**src/rtl/lpr_pkg.sv**
```systemverilog
package lpr_pkg;

   localparam int          ADDR_BITS     = 32;
   localparam int          LEN_BITS      = 6;
   localparam int          TTL_BITS      = 8;
   localparam int          OUT_PORT_BITS = 4;
   localparam int          PORT_MAX_BITS = 8;
   localparam logic [31:0] FULL_MASK     = 32'hffff_ffff;
   localparam logic [5:0]  LEN_MAX       = 6'd32;
   localparam logic        KIND_ADD      = 1'b0;
   localparam logic        KIND_ROUTE    = 1'b1;

   typedef enum logic [1:0] {
      OP_ROUTE,
      OP_UPDATE,
      OP_CLAIM
   } lpr_op_type;

   typedef enum logic [1:0] {
      ST_IDLE,
      ST_BUSY,
      ST_PARK
   } lpr_state_type;

   // addr: masked prefix (add) or destination (route)
   // len/direct/gway: new route (add) or best match so far (route)
   // hit: key matched or slot taken (add), some route matched (route)
   typedef struct packed {
      lpr_op_type            op;
      logic [ADDR_BITS-1:0]  addr;
      logic [LEN_BITS-1:0]   len;
      logic                  hit;
      logic                  direct;
      logic [ADDR_BITS-1:0]  gway;
      logic [TTL_BITS-1:0]   ttl;
   } lpr_word_type;

   typedef struct packed {
      logic                     fwd;
      logic [OUT_PORT_BITS-1:0] port;
      logic [ADDR_BITS-1:0]     nh;
      logic [TTL_BITS-1:0]      ttl;
   } lpr_res_type;

   function automatic logic [ADDR_BITS-1:0] len_mask(input logic [LEN_BITS-1:0] len);
      return ~(FULL_MASK >> len);
   endfunction

endpackage

```
**src/rtl/lpr_cell.sv**
```systemverilog
module lpr_cell import lpr_pkg::*; #(
   parameter int PORT_BITS = 4
) (
   input  logic                 clock,
   input  logic                 reset,
   input  logic                 in_act,
   input  lpr_word_type         in_word,
   input  logic [PORT_BITS-1:0] in_port,
   output logic                 out_act,
   output lpr_word_type         out_word,
   output logic [PORT_BITS-1:0] out_port
);

   logic                 valid_ff, valid_in;
   logic [ADDR_BITS-1:0] prefix_ff, prefix_in;
   logic [LEN_BITS-1:0]  len_ff, len_in;
   logic                 direct_ff, direct_in;
   logic [ADDR_BITS-1:0] gway_ff, gway_in;
   logic [PORT_BITS-1:0] port_ff, port_in;

   logic                 act_ff;
   lpr_word_type         word_ff, word_in;
   logic [PORT_BITS-1:0] lane_ff, lane_in;

   logic                 wr;

   always_comb begin
      word_in   = in_word;
      lane_in   = in_port;
      wr        = 1'b0;
      valid_in  = valid_ff;
      prefix_in = prefix_ff;
      len_in    = len_ff;
      direct_in = direct_ff;
      gway_in   = gway_ff;
      port_in   = port_ff;
      if (in_act) begin
         unique case (in_word.op)
            OP_ROUTE: begin
               if (valid_ff && (((prefix_ff ^ in_word.addr) & len_mask(len_ff)) == '0) &&
                   (!in_word.hit || (len_ff > in_word.len))) begin
                  word_in.hit    = 1'b1;
                  word_in.len    = len_ff;
                  word_in.direct = direct_ff;
                  word_in.gway   = gway_ff;
                  lane_in        = port_ff;
               end
            end
            OP_UPDATE: begin
               if (valid_ff && (prefix_ff == in_word.addr) && (len_ff == in_word.len)) begin
                  wr          = 1'b1;
                  word_in.hit = 1'b1;
               end
            end
            OP_CLAIM: begin
               if (!valid_ff && !in_word.hit) begin
                  wr          = 1'b1;
                  word_in.hit = 1'b1;
               end
            end
            default: ;
         endcase
      end
      if (wr) begin
         valid_in  = 1'b1;
         prefix_in = in_word.addr;
         len_in    = in_word.len;
         direct_in = in_word.direct;
         gway_in   = in_word.gway;
         port_in   = in_port;
      end
   end

   always_ff @(posedge clock) begin
      if (reset) begin
         valid_ff <= 1'b0;
         act_ff   <= 1'b0;
      end else begin
         valid_ff <= valid_in;
         act_ff   <= in_act;
      end
      prefix_ff <= prefix_in;
      len_ff    <= len_in;
      direct_ff <= direct_in;
      gway_ff   <= gway_in;
      port_ff   <= port_in;
      word_ff   <= word_in;
      lane_ff   <= lane_in;
   end

   assign out_act  = act_ff;
   assign out_word = word_ff;
   assign out_port = lane_ff;

endmodule

```
**config.mk**
```make
export PLATFORM = sky130hd
export DESIGN_NAME = lpr_cell
export DESIGN_NICKNAME = d
export VERILOG_FILES = /design/src/rtl/lpr_pkg.sv /design/src/rtl/lpr_cell.sv
export SDC_FILE = /design/constraint.sdc
export NUM_CORES = 1
export LEC_CHECK = 0
export BUFFER_PORTS_ARGS = -buffer_cell sky130_fd_sc_hd__buf_2
export CORE_ASPECT_RATIO = 0.8
export CORE_MARGIN = 2
export CORE_UTILIZATION = 40
export CTS_CLUSTER_SIZE = 8
export DETAILED_ROUTE_END_ITERATION = 16
export PLACE_DENSITY = 0.62
export SLEW_MARGIN = 40
export SYNTH_ARGS = -nofsm -noshare
export SYNTH_HDL_FRONTEND = slang
export SYNTH_SLANG_ARGS = --single-unit
export TNS_END_PERCENT = 20
```
**constraint.sdc**
```tcl
create_clock -name clock -period 9.5 [get_ports clock]
set_input_delay 0.475 -clock clock [delete_from_list [all_inputs] [get_ports clock]]
set_output_delay 0.475 -clock clock [all_outputs]
set_load 0.02 [all_outputs]
```
==> flow_summary.toml <==
[synth]
synth_ff_type = "dfxtp_1"
ys_warn_count = 0
syn_nets = 469
synthesis.area_um2 = 5800
async_flop_share = 0
syn_area_per_cell_um2 = 15.7
synth_cell_types = 56
synth_cells = 370
synth_edf_count = 75
synth_seq_cells = 163
synth_seq_area_share = 0.692

[setup_path]
r2r_cells = 9
start_kind = "register"
crit_top_cell = "buf_16"
crit_fanout = 19
worstPathCellList = "ha_1 > nand4_1 > o31a_1 > o31ai_1 > a2111oi_4 > nand4b_4 > buf_16 > buf_16 > mux2_4"
cpPeakStageDelay_ns = 0.82
arrival_ns = 3.64
crit_type = "register to register"
worst_ep_required_time_ns = 9.80
slowest_stage = "edfxtp_1"
end_kind = "register"

[sta]
hold_violations = 0
tightest_slew_ns = 0.739
clock_skew_ns = 0.0103
fin_crit_sh = 0.351
fin_crit_ns = 3.34
slew_headroom = 0.507
setup-tns-final_ns = 0
maxSlewViolCount = 0
fmax_mhz = 300
setup_violations = 0
rsz0062_at_grt = "no"

[global_route]
grt_pass1_wl_mm = 19.7
antenna_found_initial = 1
grt_max_degree = 36
met2_usage = 0.243
globalRouteOverflowTotal = 0
met1_usage = 0.225
track_usage = 0.164
grt_pass1_vias = 3688
use_met3 = 0.0525
top_usage_layer = "met2"

[die]
dieArea_um2 = 15500
dieWidth_um = 139
core_area_um2 = 14200
row_count = 39
num_io_pins = 176
initial_utilization = 0.407
fp.dieH_um = 112

[clock_network]
cts_resized = 0
post_cts_buffers = 0
root_buffer = "clkbuf_16"
cts_buffer_depth = 2
cts.sinks = 163
clk_latency_ns = 0.42
clk_pin_slew_ns = 0.06
htree_levels = 4
cts_hold_buffers = 0
cts_buffers = 17
cts_tree = "built"

[placed_design]
routabilityCongestion = 0.844
numPortBuffers = 175
placed_cell_area_um2 = 6950
place.detailed.hpwl_mm = 9.08

[cells_and_area]
design_area_um2 = 7530
area_growth_pct = 29.8
final_nets = 657
post-route-util = 0.529
drive_gt1_frac = 0.445

[power_and_ir_drop]
power_leakage_nw = 3.25
vdd_ir_drop_max_v = 0.000169
power_density_nw_per_um2 = 207

[worst_hold_path]
hp-class = "input port to register"
min_delay_path_depth = 1

[status]
status = "completed"

[route]
post-route-drc-count = 0
viasPerCell = 4.80
ant_nets = 0
drtIter0Drc = 170
wl_per_cell_um = 16.5
dr.pass1.iters = 4
vias = 3627
routed_wl_mm = 12.5

[flow_run]
cap_violations = 0
## critical path: cells and delay by family, from the launching register on
| kind | cells | cell delay [ns] |
|---|---|---|
| adders and majority gates | 1 | 0.36 |
| AOI/OAI and AO/OA | 3 | 0.59 |
| and+or+nand+nor | 2 | 0.63 |
| buffers and inverters | 2 | 0.51 |
| muxes | 1 | 0.30 |
| DFF | 1 | 0.82 |
## layout by cell type (no fill, tap or decap), drive strengths merged, types with 2 or more instances in the layout
master	count
a31oi	3
a21oi	4
o21a	2
nand4	6
nor2	8
ha	10
mux2	41
edfxtp	75
clkbuf	24
nand3	3
o21ai	13
nor3	3
nand2	4
dfxtp	88
xor2	18
a211oi	2
bufinv	2
xnor2	15
mux2i	2
nand2b	3
inv	20
and2	2
nor4	7
buf	179
a21boi	2
o31ai	3
nor4bb	2
clkinv	2
## cell usage after synthesis (2+ instances only)
cell	instances	area, µm²
a211oi_1	2	15.0
a21boi_0	2	15.0
a21oi_1	4	20.0
a31oi_1	3	18.8
and2_1	2	12.5
buf_6	4	45.0
clkbuf_1	5	18.8
dfxtp_1	88	1760
edfxtp_1	75	2250
ha_1	10	125
inv_1	16	60.1
mux2_2	14	158
mux2_4	27	405
mux2i_1	2	20.0
nand2_1	4	15.0
nand2b_1	3	18.8
nand3_1	3	15.0
nand4_1	6	37.5
nor2_1	8	30.0
nor3_1	3	15.0
nor4_1	7	43.8
nor4bb_1	2	20.0
o21a_1	2	15.0
o21ai_0	13	65.1
o31ai_1	3	22.5
xnor2_1	15	131
xor2_1	18	158
## registers in the layout, summed over array words and instances, names as in the netlist
name       cells
valid_ff       1
gway_ff       32
out_act        1
prefix_ff     32
direct_ff      1
out_port       4
out_word      82
port_ff        4
len_ff         6
## final timing paths
kind                    startpoint                   end  slack [ns]
max            len_ff[2]$_DFFE_PP_  out_word[13]$_DFF_P_        6.16
min                     in_word[1]   out_word[1]$_DFF_P_        0.16
max reg2reg    len_ff[2]$_DFFE_PP_  out_word[13]$_DFF_P_        6.16
min reg2reg  gway_ff[27]$_DFFE_PP_  out_word[35]$_DFF_P_        0.47
## layout make-up
class | count | area, µm²
diodes | 1 | 2.50
clock buffers | 24 | 483
clock inverters | 8 | 97.6
fillers | 1233 | 6720
inverters | 16 | 60.1
multi-input cells | 181 | 1670
flip-flops and latches | 163 | 4010
well taps | 184 | 230
repair buffers | 179 | 978
## routing by layer
layer	wire, µm	part of all wire
met3	817	0.065
met1	6100	0.49
met5	0	0
met2	5450	0.44
met4	133	0.011
## report_power, final
| part | leakage (nW) | internal [mW] | switching (mW) |
|---|---|---|---|
| Clock | 0.289 | 0.411 | 0.264 |
| Combinational | 1.55 | 0.0490 | 0.0675 |
| Sequential | 1.42 | 0.758 | 0.00731 |
| Total | 3.25 | 1.22 | 0.339 |
## metrics by stage
step | power (mW) | setup WS, ns | cells | hold slack [ns]
2_1_floorplan | 0.841 | 5.87 | 370 | 0.449
3_3_place_gp | 0.894 | 6.01 | 719 | 0.454
3_5_place_dp | 0.898 | 6.15 | 723 | 0.459
4_1_cts | 1.58 | 6.15 | 755 | 0.136
5_1_grt | 1.62 | 5.95 | 755 | 0.133
6_report | 1.56 | 6.16 | 756 | 0.160
## logic make-up (layout without fill, tap and decap cells)
group,Yosys count,in the layout,synth area share
DFF,163,163,0.692
muxes,43,43,0.100
xor gates and xnor gates,33,33,0.0498
buffers and inverters,26,227,0.0222
other,0,1,0
and+or+nand+nor,47,47,0.0513
AOI/OAI and AO/OA,47,47,0.0608
adders and majority gates,11,11,0.0235
Power figures use the tool's default switching activity.
